`src/rtl/i2cm_pkg.sv`:
```
// ----------------------------------------------------------------------------
// i2cm_pkg
// Shared codes and types for the I2C register access master.
// ----------------------------------------------------------------------------
package i2cm_pkg;

  // Command kinds carried by an input word
  localparam logic [1:0] KIND_TICK    = 2'd0;
  localparam logic [1:0] KIND_READ    = 2'd1;
  localparam logic [1:0] KIND_WRITE   = 2'd2;
  localparam logic [1:0] KIND_RECOVER = 2'd3;

  // Completion status codes
  localparam logic [2:0] ST_OK        = 3'd0;
  localparam logic [2:0] ST_ADDR_NACK = 3'd1;
  localparam logic [2:0] ST_REG_NACK  = 3'd2;
  localparam logic [2:0] ST_DATA_NACK = 3'd3;
  localparam logic [2:0] ST_SCL_STUCK = 3'd4;
  localparam logic [2:0] ST_SDA_STUCK = 3'd5;
  localparam logic [2:0] ST_BAD_LEN   = 3'd6;

  // Longest accepted burst read
  localparam int unsigned MAX_BURST = 16;

  // Reset value of the target address
  localparam logic [6:0] DEV_ADDR_RESET = 7'd106;

  // One result word
  typedef struct packed {
    logic       scl_release;
    logic       sda_release;
    logic       busy_res;
    logic [7:0] read_byte;
    logic       byte_valid;
    logic       done_res;
    logic [2:0] status;
  } res_t;

endpackage

```
`src/rtl/i2cm_core.sv`:
```
// ----------------------------------------------------------------------------
// i2cm_core
// Bus sequencer state and its one-word step: closes the current half-period
// and opens the next one.
// ----------------------------------------------------------------------------
module i2cm_core (
  input  logic                clk,
  input  logic                rst_n,
  input  logic                step,
  input  logic [1:0]          kind,
  input  logic [7:0]          reg_addr,
  input  logic [7:0]          write_value,
  input  logic [4:0]          burst_length,
  input  logic                sda_in,
  input  logic                scl_in,
  input  logic [6:0]          dev_addr,
  output i2cm_pkg::res_t      res
);

  localparam logic [4:0] PH_IDLE  = 5'd0;
  localparam logic [4:0] PH_ST_A  = 5'd1;
  localparam logic [4:0] PH_ST_B  = 5'd2;
  localparam logic [4:0] PH_ST_C  = 5'd3;
  localparam logic [4:0] PH_TX    = 5'd4;
  localparam logic [4:0] PH_TXA_A = 5'd5;
  localparam logic [4:0] PH_TXA_B = 5'd6;
  localparam logic [4:0] PH_TXA_C = 5'd7;
  localparam logic [4:0] PH_RX    = 5'd8;
  localparam logic [4:0] PH_RXA_A = 5'd9;
  localparam logic [4:0] PH_RXA_B = 5'd10;
  localparam logic [4:0] PH_RXA_C = 5'd11;
  localparam logic [4:0] PH_SP_A  = 5'd12;
  localparam logic [4:0] PH_SP_B  = 5'd13;
  localparam logic [4:0] PH_SP_C  = 5'd14;
  localparam logic [4:0] PH_RC_A  = 5'd16;
  localparam logic [4:0] PH_PL_LO = 5'd17;
  localparam logic [4:0] PH_PL_HI = 5'd18;

  localparam logic [3:0] PULSES   = 4'd9;

  logic [4:0] phase_r, phase_nxt;
  logic [3:0] bit_cnt_r, bit_cnt_nxt;
  logic [7:0] shift_r, shift_nxt;
  logic [4:0] byte_idx_r, byte_idx_nxt;
  logic [1:0] cmd_r, cmd_nxt;
  logic [7:0] hreg_r, hreg_nxt;
  logic [7:0] hval_r, hval_nxt;
  logic [4:0] hlen_r, hlen_nxt;
  logic [1:0] pins_r, pins_nxt;
  logic [2:0] seq_r, seq_nxt;
  logic [2:0] pend_r, pend_nxt;

  logic       go_enter;
  logic       go_next;
  logic       ack_bit;
  logic [7:0] addr_byte;
  logic [7:0] rbyte;
  logic       rvalid;
  logic       done;
  logic [2:0] status;

  // Pin levels {scl, sda} for the half-period that a phase opens
  function automatic logic [1:0] pins_for(input logic [4:0] ph, input logic [3:0] bc,
                                          input logic [7:0] sb, input logic ack,
                                          input logic cur_scl);
    logic [1:0] p;
    case (ph)
      PH_ST_B:  p = 2'b10;
      PH_ST_C:  p = 2'b00;
      PH_TX:    p = {bc[0], sb[7]};
      PH_TXA_A,
      PH_TXA_C,
      PH_RXA_C,
      PH_PL_LO: p = 2'b01;
      PH_RX:    p = {~bc[0], 1'b1};
      PH_RXA_A: p = {1'b0, ack};
      PH_RXA_B: p = {1'b1, ack};
      PH_SP_A:  p = {cur_scl, 1'b0};
      PH_SP_B:  p = 2'b10;
      default:  p = 2'b11;
    endcase
    return p;
  endfunction

  always_comb begin
    phase_nxt    = phase_r;
    bit_cnt_nxt  = bit_cnt_r;
    shift_nxt    = shift_r;
    byte_idx_nxt = byte_idx_r;
    cmd_nxt      = cmd_r;
    hreg_nxt     = hreg_r;
    hval_nxt     = hval_r;
    hlen_nxt     = hlen_r;
    pins_nxt     = pins_r;
    seq_nxt      = seq_r;
    pend_nxt     = pend_r;
    go_enter     = 1'b0;
    go_next      = 1'b0;
    rbyte        = 8'd0;
    rvalid       = 1'b0;
    done         = 1'b0;
    status       = i2cm_pkg::ST_OK;
    addr_byte    = {dev_addr, 1'b0};

    if (phase_r == PH_IDLE) begin
      if (kind != i2cm_pkg::KIND_TICK) begin
        if (kind == i2cm_pkg::KIND_READ &&
            (burst_length == 5'd0 ||
             9'(burst_length) > 9'(i2cm_pkg::MAX_BURST))) begin
          done   = 1'b1;
          status = i2cm_pkg::ST_BAD_LEN;
        end else begin
          cmd_nxt      = kind;
          hreg_nxt     = reg_addr;
          hval_nxt     = write_value;
          hlen_nxt     = (kind == i2cm_pkg::KIND_READ) ? burst_length : 5'd0;
          seq_nxt      = 3'd0;
          pend_nxt     = i2cm_pkg::ST_OK;
          byte_idx_nxt = 5'd0;
          bit_cnt_nxt  = 4'd0;
          phase_nxt    = (kind == i2cm_pkg::KIND_RECOVER) ? PH_RC_A : PH_ST_A;
          go_enter     = 1'b1;
        end
      end
    end else if (kind == i2cm_pkg::KIND_TICK) begin
      case (phase_r)
        PH_ST_A: begin
          phase_nxt = PH_ST_B;
          go_enter  = 1'b1;
        end
        PH_ST_B: begin
          phase_nxt = PH_ST_C;
          go_enter  = 1'b1;
        end
        PH_ST_C: go_next = 1'b1;
        PH_TX: begin
          if (bit_cnt_r[0]) begin
            shift_nxt = {shift_r[6:0], 1'b0};
          end
          if (bit_cnt_r == 4'd15) begin
            phase_nxt = PH_TXA_A;
          end else begin
            bit_cnt_nxt = bit_cnt_r + 4'd1;
            phase_nxt   = PH_TX;
          end
          go_enter = 1'b1;
        end
        PH_TXA_A: begin
          phase_nxt = PH_TXA_B;
          go_enter  = 1'b1;
        end
        PH_TXA_B: begin
          if (sda_in) begin
            if (seq_r == 3'd2) begin
              pend_nxt = i2cm_pkg::ST_REG_NACK;
            end else if (seq_r == 3'd3 && cmd_r == i2cm_pkg::KIND_WRITE) begin
              pend_nxt = i2cm_pkg::ST_DATA_NACK;
            end else begin
              pend_nxt = i2cm_pkg::ST_ADDR_NACK;
            end
          end
          phase_nxt = PH_TXA_C;
          go_enter  = 1'b1;
        end
        PH_TXA_C: begin
          if (pend_r != i2cm_pkg::ST_OK) begin
            phase_nxt = PH_SP_A;
            go_enter  = 1'b1;
          end else begin
            go_next = 1'b1;
          end
        end
        PH_RX: begin
          if (!bit_cnt_r[0]) begin
            shift_nxt = {shift_r[6:0], sda_in};
            if (bit_cnt_r == 4'd14) begin
              rbyte  = shift_nxt;
              rvalid = 1'b1;
            end
          end
          if (bit_cnt_r == 4'd15) begin
            phase_nxt = PH_RXA_A;
          end else begin
            bit_cnt_nxt = bit_cnt_r + 4'd1;
            phase_nxt   = PH_RX;
          end
          go_enter = 1'b1;
        end
        PH_RXA_A: begin
          phase_nxt = PH_RXA_B;
          go_enter  = 1'b1;
        end
        PH_RXA_B: begin
          phase_nxt = PH_RXA_C;
          go_enter  = 1'b1;
        end
        PH_RXA_C: begin
          byte_idx_nxt = byte_idx_r + 5'd1;
          if (byte_idx_nxt < hlen_r) begin
            bit_cnt_nxt = 4'd0;
            shift_nxt   = 8'd0;
            phase_nxt   = PH_RX;
            go_enter    = 1'b1;
          end else begin
            go_next = 1'b1;
          end
        end
        PH_SP_A: begin
          phase_nxt = PH_SP_B;
          go_enter  = 1'b1;
        end
        PH_SP_B: begin
          phase_nxt = PH_SP_C;
          go_enter  = 1'b1;
        end
        PH_SP_C: begin
          done = 1'b1;
          if (cmd_r == i2cm_pkg::KIND_RECOVER) begin
            status = !scl_in ? i2cm_pkg::ST_SCL_STUCK :
                     (!sda_in ? i2cm_pkg::ST_SDA_STUCK : i2cm_pkg::ST_OK);
          end else begin
            status = pend_r;
          end
          phase_nxt = PH_IDLE;
        end
        PH_RC_A: begin
          if (!scl_in) begin
            done      = 1'b1;
            status    = i2cm_pkg::ST_SCL_STUCK;
            phase_nxt = PH_IDLE;
          end else begin
            bit_cnt_nxt = 4'd0;
            phase_nxt   = PH_PL_LO;
            go_enter    = 1'b1;
          end
        end
        PH_PL_LO: begin
          phase_nxt = PH_PL_HI;
          go_enter  = 1'b1;
        end
        PH_PL_HI: begin
          bit_cnt_nxt = bit_cnt_r + 4'd1;
          phase_nxt   = (bit_cnt_nxt < PULSES) ? PH_PL_LO : PH_SP_A;
          go_enter    = 1'b1;
        end
        default: begin
          phase_nxt = PH_IDLE;
          pins_nxt  = 2'b11;
        end
      endcase
    end

    // Advance to the next step of the command sequence
    if (go_next) begin
      seq_nxt   = seq_r + 3'd1;
      phase_nxt = PH_SP_A;
      if (cmd_r == i2cm_pkg::KIND_READ) begin
        case (seq_nxt)
          3'd1: begin
            shift_nxt   = addr_byte;
            bit_cnt_nxt = 4'd0;
            phase_nxt   = PH_TX;
          end
          3'd2: begin
            shift_nxt   = hreg_r;
            bit_cnt_nxt = 4'd0;
            phase_nxt   = PH_TX;
          end
          3'd3: phase_nxt = PH_ST_A;
          3'd4: begin
            shift_nxt   = addr_byte | 8'd1;
            bit_cnt_nxt = 4'd0;
            phase_nxt   = PH_TX;
          end
          3'd5: begin
            byte_idx_nxt = 5'd0;
            bit_cnt_nxt  = 4'd0;
            shift_nxt    = 8'd0;
            phase_nxt    = PH_RX;
          end
          default: phase_nxt = PH_SP_A;
        endcase
      end else if (cmd_r == i2cm_pkg::KIND_WRITE) begin
        case (seq_nxt)
          3'd1: begin
            shift_nxt   = addr_byte;
            bit_cnt_nxt = 4'd0;
            phase_nxt   = PH_TX;
          end
          3'd2: begin
            shift_nxt   = hreg_r;
            bit_cnt_nxt = 4'd0;
            phase_nxt   = PH_TX;
          end
          3'd3: begin
            shift_nxt   = hval_r;
            bit_cnt_nxt = 4'd0;
            phase_nxt   = PH_TX;
          end
          default: phase_nxt = PH_SP_A;
        endcase
      end
      go_enter = 1'b1;
    end

    // Acknowledge the byte unless it is the last of the burst
    ack_bit = ((6'(byte_idx_nxt) + 6'd1) < 6'(hlen_nxt)) ? 1'b0 : 1'b1;

    if (go_enter) begin
      pins_nxt = pins_for(phase_nxt, bit_cnt_nxt, shift_nxt, ack_bit, pins_r[1]);
    end
  end

  always_ff @(posedge clk) begin
    if (!rst_n) begin
      phase_r    <= PH_IDLE;
      bit_cnt_r  <= 4'd0;
      shift_r    <= 8'd0;
      byte_idx_r <= 5'd0;
      cmd_r      <= 2'd0;
      hreg_r     <= 8'd0;
      hval_r     <= 8'd0;
      hlen_r     <= 5'd0;
      pins_r     <= 2'b11;
      seq_r      <= 3'd0;
      pend_r     <= i2cm_pkg::ST_OK;
    end else if (step) begin
      phase_r    <= phase_nxt;
      bit_cnt_r  <= bit_cnt_nxt;
      shift_r    <= shift_nxt;
      byte_idx_r <= byte_idx_nxt;
      cmd_r      <= cmd_nxt;
      hreg_r     <= hreg_nxt;
      hval_r     <= hval_nxt;
      hlen_r     <= hlen_nxt;
      pins_r     <= pins_nxt;
      seq_r      <= seq_nxt;
      pend_r     <= pend_nxt;
    end
  end

  assign res.scl_release = pins_nxt[1];
  assign res.sda_release = pins_nxt[0];
  assign res.busy_res    = (phase_nxt != PH_IDLE);
  assign res.read_byte   = rbyte;
  assign res.byte_valid  = rvalid;
  assign res.done_res    = done;
  assign res.status      = status;

endmodule

```
`src/rtl/i2c_master_register_access_top.sv`:
```
// ----------------------------------------------------------------------------
// i2c_master_register_access_top
// Open-drain I2C master for burst register reads, register writes and bus
// recovery, stepped one bus half-period per input word.
// ----------------------------------------------------------------------------
// Usage:
//   Input channel (in_*): each word is either a command (burst read, register
//   write, bus recovery), taken only while the sequencer is idle, or a tick
//   that closes the current half-period with the sampled SCL/SDA levels.
//   A command that arrives while busy is dropped and just reports the pins.
//   Result channel (out_*): exactly one word per input word, in order, with
//   the pin releases for the next half-period, any received byte, done and
//   status.
//   Config channel (cfg_*): 7-bit target address; write it only while idle.
//   Output: registered, shown in the cycle after its input word is accepted.
//   Throughput: one word per cycle while out_ready keeps up; the step is a
//   single pass of logic between the sequencer state and the result register.
//   Stall: the result register holds while out_ready is low; in_ready drops
//   only when that register is full and not being drained.
//   Reset: sequencer idle, both lines released, address back to 106.
// ----------------------------------------------------------------------------
module i2c_master_register_access_top (
  input  logic       clk,
  input  logic       rst_n,
  input  logic       in_valid,
  output logic       in_ready,
  input  logic [1:0] in_kind,
  input  logic [7:0] in_reg_addr,
  input  logic [7:0] in_write_value,
  input  logic [4:0] in_burst_length,
  input  logic       in_sda_in,
  input  logic       in_scl_in,
  output logic       out_valid,
  input  logic       out_ready,
  output logic       out_scl_release,
  output logic       out_sda_release,
  output logic       out_busy_res,
  output logic [7:0] out_read_byte,
  output logic       out_byte_valid,
  output logic       out_done_res,
  output logic [2:0] out_status,
  input  logic       cfg_valid,
  output logic       cfg_ready,
  input  logic [6:0] cfg_device_address
);

  logic           step;
  logic [6:0]     dev_addr_r;
  logic           out_valid_r;
  i2cm_pkg::res_t res;
  i2cm_pkg::res_t res_r;

  // Accept a word whenever the result slot is free or draining this cycle
  assign in_ready  = !out_valid_r || out_ready;
  assign step      = in_valid && in_ready;
  assign cfg_ready = 1'b1;

  always_ff @(posedge clk) begin
    if (!rst_n) begin
      dev_addr_r <= i2cm_pkg::DEV_ADDR_RESET;
    end else if (cfg_valid) begin
      dev_addr_r <= cfg_device_address;
    end
  end

  i2cm_core u_core (
    .clk          (clk),
    .rst_n        (rst_n),
    .step         (step),
    .kind         (in_kind),
    .reg_addr     (in_reg_addr),
    .write_value  (in_write_value),
    .burst_length (in_burst_length),
    .sda_in       (in_sda_in),
    .scl_in       (in_scl_in),
    .dev_addr     (dev_addr_r),
    .res          (res)
  );

  // Result register: load on accept, hold while the receiver stalls
  always_ff @(posedge clk) begin
    if (!rst_n) begin
      out_valid_r <= 1'b0;
    end else if (step) begin
      out_valid_r <= 1'b1;
    end else if (out_ready) begin
      out_valid_r <= 1'b0;
    end
  end

  always_ff @(posedge clk) begin
    if (step) begin
      res_r <= res;
    end
  end

  assign out_valid       = out_valid_r;
  assign out_scl_release = res_r.scl_release;
  assign out_sda_release = res_r.sda_release;
  assign out_busy_res    = res_r.busy_res;
  assign out_read_byte   = res_r.read_byte;
  assign out_byte_valid  = res_r.byte_valid;
  assign out_done_res    = res_r.done_res;
  assign out_status      = res_r.status;

  // A status other than ok comes only with done
  a_status_with_done: assert property (@(posedge clk) disable iff (!rst_n)
    out_valid_r && !res_r.done_res |-> res_r.status == i2cm_pkg::ST_OK)
    else $error("status set without done");

  // Done leaves the sequencer idle and never carries a received byte
  a_done_idle: assert property (@(posedge clk) disable iff (!rst_n)
    out_valid_r && res_r.done_res |-> !res_r.busy_res && !res_r.byte_valid)
    else $error("done word still busy or carrying a byte");

  // A received byte shows up only mid-command
  a_byte_busy: assert property (@(posedge clk) disable iff (!rst_n)
    out_valid_r && res_r.byte_valid |-> res_r.busy_res)
    else $error("byte valid while idle");

  // Read data stays zero when no byte completes
  a_byte_zero: assert property (@(posedge clk) disable iff (!rst_n)
    out_valid_r && !res_r.byte_valid |-> res_r.read_byte == 8'd0)
    else $error("read byte nonzero without byte valid");

  // Back-pressure only comes from a full, stalled result register
  a_ready_stall: assert property (@(posedge clk) disable iff (!rst_n)
    !in_ready |-> out_valid_r && !out_ready)
    else $error("input stalled without output stall");

endmodule

```
`config.mk`:
```
export PLATFORM = sky130hd
export DESIGN_NAME = i2c_master_register_access_top
export DESIGN_NICKNAME = d
export VERILOG_FILES = /design/src/rtl/i2cm_pkg.sv /design/src/rtl/i2cm_core.sv /design/src/rtl/i2c_master_register_access_top.sv
export SDC_FILE = /design/constraint.sdc
export NUM_CORES = 1
export LEC_CHECK = 0
export CORE_MARGIN = 1.5
export CORE_UTILIZATION = 38
export DETAILED_ROUTE_END_ITERATION = 8
export DONT_BUFFER_PORTS = 1
export PLACE_DENSITY = 0.54
export SYNTH_ARGS = -nofsm -noshare
export SYNTH_HDL_FRONTEND = slang
export SYNTH_SLANG_ARGS = --single-unit
```
`constraint.sdc`:
```
create_clock -name clk -period 6 [get_ports clk]
set_clock_uncertainty 0.2 [all_clocks]
set_input_delay 0.3 -clock clk [delete_from_list [all_inputs] [get_ports clk]]
set_output_delay 0.3 -clock clk [all_outputs]
set_load 0.02 [all_outputs]
```
==> results.json <==
{
  "worst_slew_pin_slew_ns": 0.8138,
  "drive_gt1_share_pct": 6.610,
  "fillers": 1404,
  "r2r-end": "u_core.pins_r[0]$_SDFFE_PN1P_",
  "slowest_delay_ns": 0.51,
  "place_ws_ns": 0.9201,
  "drt-initial-drc-count": 395,
  "multi_input_area_mm2": 0.003358,
  "place_inst": 837,
  "grtUsageMet1_pct": 31.04,
  "first_global_vias": 4766,
  "antenna-diode-count": 0,
  "cp.arrival_ns": 5.19,
  "routed_wl_mm": 15.87,
  "worstSetupStartpointType": "flop",
  "cts_made_buffers": 9,
  "synth-seq-cells": 76,
  "cts_setup_buffers": 0,
  "worstPathCellList": "ha_1, nand3_1, xnor2_1, ha_1, o21a_1, o2111ai_1, a21o_1, o21ai_1, nor2_1, ha_1, nand2_1, xnor2_1, nor2_1, ha_1, o211ai_1, a31oi_1, a211oi_1, or3_1, and3_1, a31oi_1",
  "fin_area_mm2": 0.006052,
  "cap_viol_max_count": 0,
  "hold_viol_final": 0,
  "synth_cell_types": 84,
  "cp.depth": 20,
  "synth_warnings": 0,
  "post_cts_resized": 0,
  "cts_buffer_depth": 2,
  "max_freq_ghz": 0.1956,
  "syn_nets": 759,
  "chipHeight_um": 121.9,
  "p_per_area_mw_per_mm2": 217.2,
  "hp-class": "in2reg",
  "routedWlPerCell_um": 17.81,
  "fin_util_pct": 43.77,
  "drc_errors": 0,
  "clk_pin_slew_ns": 0.07,
  "r2r_cells": 20,
  "area_delta_synth_final_pct": 12.62,
  "core_mm2": 0.01383,
  "overflow": 0,
  "setup_viol": 0,
  "synth_common_cells": "a21oi_1, nand2_1, nor2_1, dfxtp_1",
  "netlist_area_mm2": 0.005374,
  "initial_core_util_pct": 38.87,
  "crit_buf_inv": 0,
  "end_kind": "flop",
  "yosysMostFrequentCell": "a21oi_1",
  "required_ns": 6.07,
  "final_cells": 891,
  "vias_per_cell": 5.760,
  "relSlewSlack_pct": 45.67,
  "crit_top_cell": "ha_1",
  "port-buffer-count": 0,
  "r2r-start": "u_core.byte_idx_r[0]$_SDFFE_PN0P_",
  "worstSetupPathType": "reg2reg",
  "hold_buffers": 38,
  "ys_top_cells_by_area": "dfxtp_1, a21oi_1, edfxtp_1, nand2_1, nor2_1",
  "fin_ws_ns": 0.8869,
  "netlist_instances": 704,
  "grt.met2_usage_pct": 34.55,
  "hold_depth": 3,
  "grt_max_degree": 57,
  "netlist.area_leader.share_pct": 22.35,
  "rsz0062_at_grt": "no",
  "hold_end": "out_status[0]$_SDFFCE_PP0P_",
  "fin_tns_setup_ns": 0,
  "ys_seq_area_share_pct": 31.29,
  "drv_slew": 0,
  "die_w_um": 121.9,
  "worstHoldStart": "in_sda_in",
  "period_minus_slack_ns": 5.113,
  "die-area_mm2": 0.01486,
  "ff2ff_setup_slack_ns": 0.89,
  "io_pins": 56,
  "grt_busiest_layer": "met2",
  "place_hpwl_mm": 11.09,
  "period_share_pct": 85.22,
  "whs_ns": 0.1202,
  "num_vias": 5132,
  "cpMaxStageDelayCell": "a21o_1",
  "clkSinkCount": 76,
  "nNetsFinal": 761,
  "grt_pass1_wl_mm": 25.47,
  "clockRootBuffer": "clkbuf_16",
  "place_area_mm2": 0.005378,
  "cts_tree": "done",
  "total_power_mw": 1.314,
  "postRouteAntennaNets": 0,
  "place_congestion": 0.8779,
  "track_usage_pct": 22.17,
  "regArea_mm2": 0.001682,
  "postSynth.asyncResetShare_pct": 0,
  "htreeDepth": 3,
  "postSynthAreaPerCell_um2": 7.633,
  "grt_use_met3_pct": 3.511,
  "peakVddDrop_mv": 0.1469,
  "p_leak_nw": 2.135,
  "synth_edf_count": 16,
  "clock_latency_ns": 0.35,
  "status": "finished, final reports clean",
  "antenna_found_initial": 0,
  "crit_family": "compound AO/OA/AOI/OAI gates",
  "synthFlopType": "dfxtp_1",
  "rows": 43,
  "synth_top_cell_by_area": "dfxtp_1",
  "crit_fanout": 18,
  "drtPass1Iterations": 5
}
-- placed cells by master, fill, tap and decap left out, drive strengths merged, types with 4 or more instances in the layout --
cell	netlist	final
nor2b	8	8
nor2	65	65
nor3	12	12
clkbuf	30	10
nand3	17	17
mux2i	8	8
o21ai	34	34
xnor2	10	10
nand3b	4	4
ha	18	18
clkinv	0	4
a22o	9	9
a22oi	9	9
and3	13	13
and2	19	19
nand2	103	103
dfxtp	60	60
edfxtp	16	16
a211o	4	4
or3	7	7
a21oi	111	111
dlygate4sd3	0	38
inv	18	18
a211oi	7	7
o21a	5	5
a21o	11	11
a221oi	8	8
buf	23	6
a31oi	4	4
nand2b	5	5
xor2	6	6
a31o	6	6
o31ai	4	4
-- kinds of logic after synthesis --
| logic type | share of synthesized area (%) |
|---|---|
| and+or+nand+nor | 24.80 |
| xor gates and xnor gates | 2.748 |
| other | 0.06978 |
| buffers and inverters | 6.216 |
| adders and majority gates | 4.377 |
| muxes | 1.490 |
| AOI/OAI and AO/OA | 29.01 |
| DFF | 31.29 |
-- metal layers --
metal | part of all wire, % | wire [um]
met1 | 49 | 7733
met2 | 45 | 7151
met3 | 4.5 | 715
met4 | 1.7 | 267
met5 | 0 | 0
-- sequential cells by signal, indices dropped and copies added (netlist names) --
signal and cells:
out_busy_res 1, u_core.byte_idx_r 5, u_core.pend_r 2, u_core.hreg_r 8, out_status 3, u_core.cmd_r 2
out_done_res 1, u_core.hval_r 8, out_read_byte 8, u_core.shift_r 8, out_valid 1, out_scl_release 1
out_byte_valid 1, u_core.hlen_r 5, u_core.phase_r 5, u_core.pins_r 2, u_core.bit_cnt_r 4, out_sda_release 1
u_core.seq_r 3, dev_addr_r 7
-- area by class of cell --
| cell class | count | area share [%] |
|---|---|---|
| Inverter | 18 | 1.116 |
| Clock inverter | 6 | 1.075 |
| Timing Repair Buffer | 44 | 7.029 |
| Multi-Input combinational cell | 557 | 55.49 |
| Clock buffer | 10 | 3.783 |
| Tap cell | 180 | 3.721 |
| Sequential cell | 76 | 27.79 |
-- tightest hold or removal path: stages --
cell	delay (ns)
nor3b_1	0.03
a21oi_1	0.11
nor3_1	0.05
-- power breakdown --
| group | internal, mW | switching [mW] |
|---|---|---|
| Combinational | 0.0770 | 0.115 |
| Sequential | 0.542 | 0.0268 |
| Clock | 0.322 | 0.231 |
| Total | 0.942 | 0.372 |
-- how the worst max path moves through the flow --
stage	from	to
2_1_floorplan	u_core.byte_idx_r[0]$_SDFFE_PN0P_	u_core.pins_r[0]$_SDFFE_PN1P_
3_3_place_gp	u_core.byte_idx_r[0]$_SDFFE_PN0P_	u_core.pins_r[0]$_SDFFE_PN1P_
3_5_place_dp	u_core.byte_idx_r[0]$_SDFFE_PN0P_	u_core.pins_r[0]$_SDFFE_PN1P_
4_1_cts	u_core.byte_idx_r[0]$_SDFFE_PN0P_	u_core.pins_r[0]$_SDFFE_PN1P_
5_1_grt	u_core.byte_idx_r[0]$_SDFFE_PN0P_	out_sda_release$_DFFE_PP_
6_report	u_core.byte_idx_r[0]$_SDFFE_PN0P_	u_core.pins_r[0]$_SDFFE_PN1P_
(Power assumes the default switching activity.)
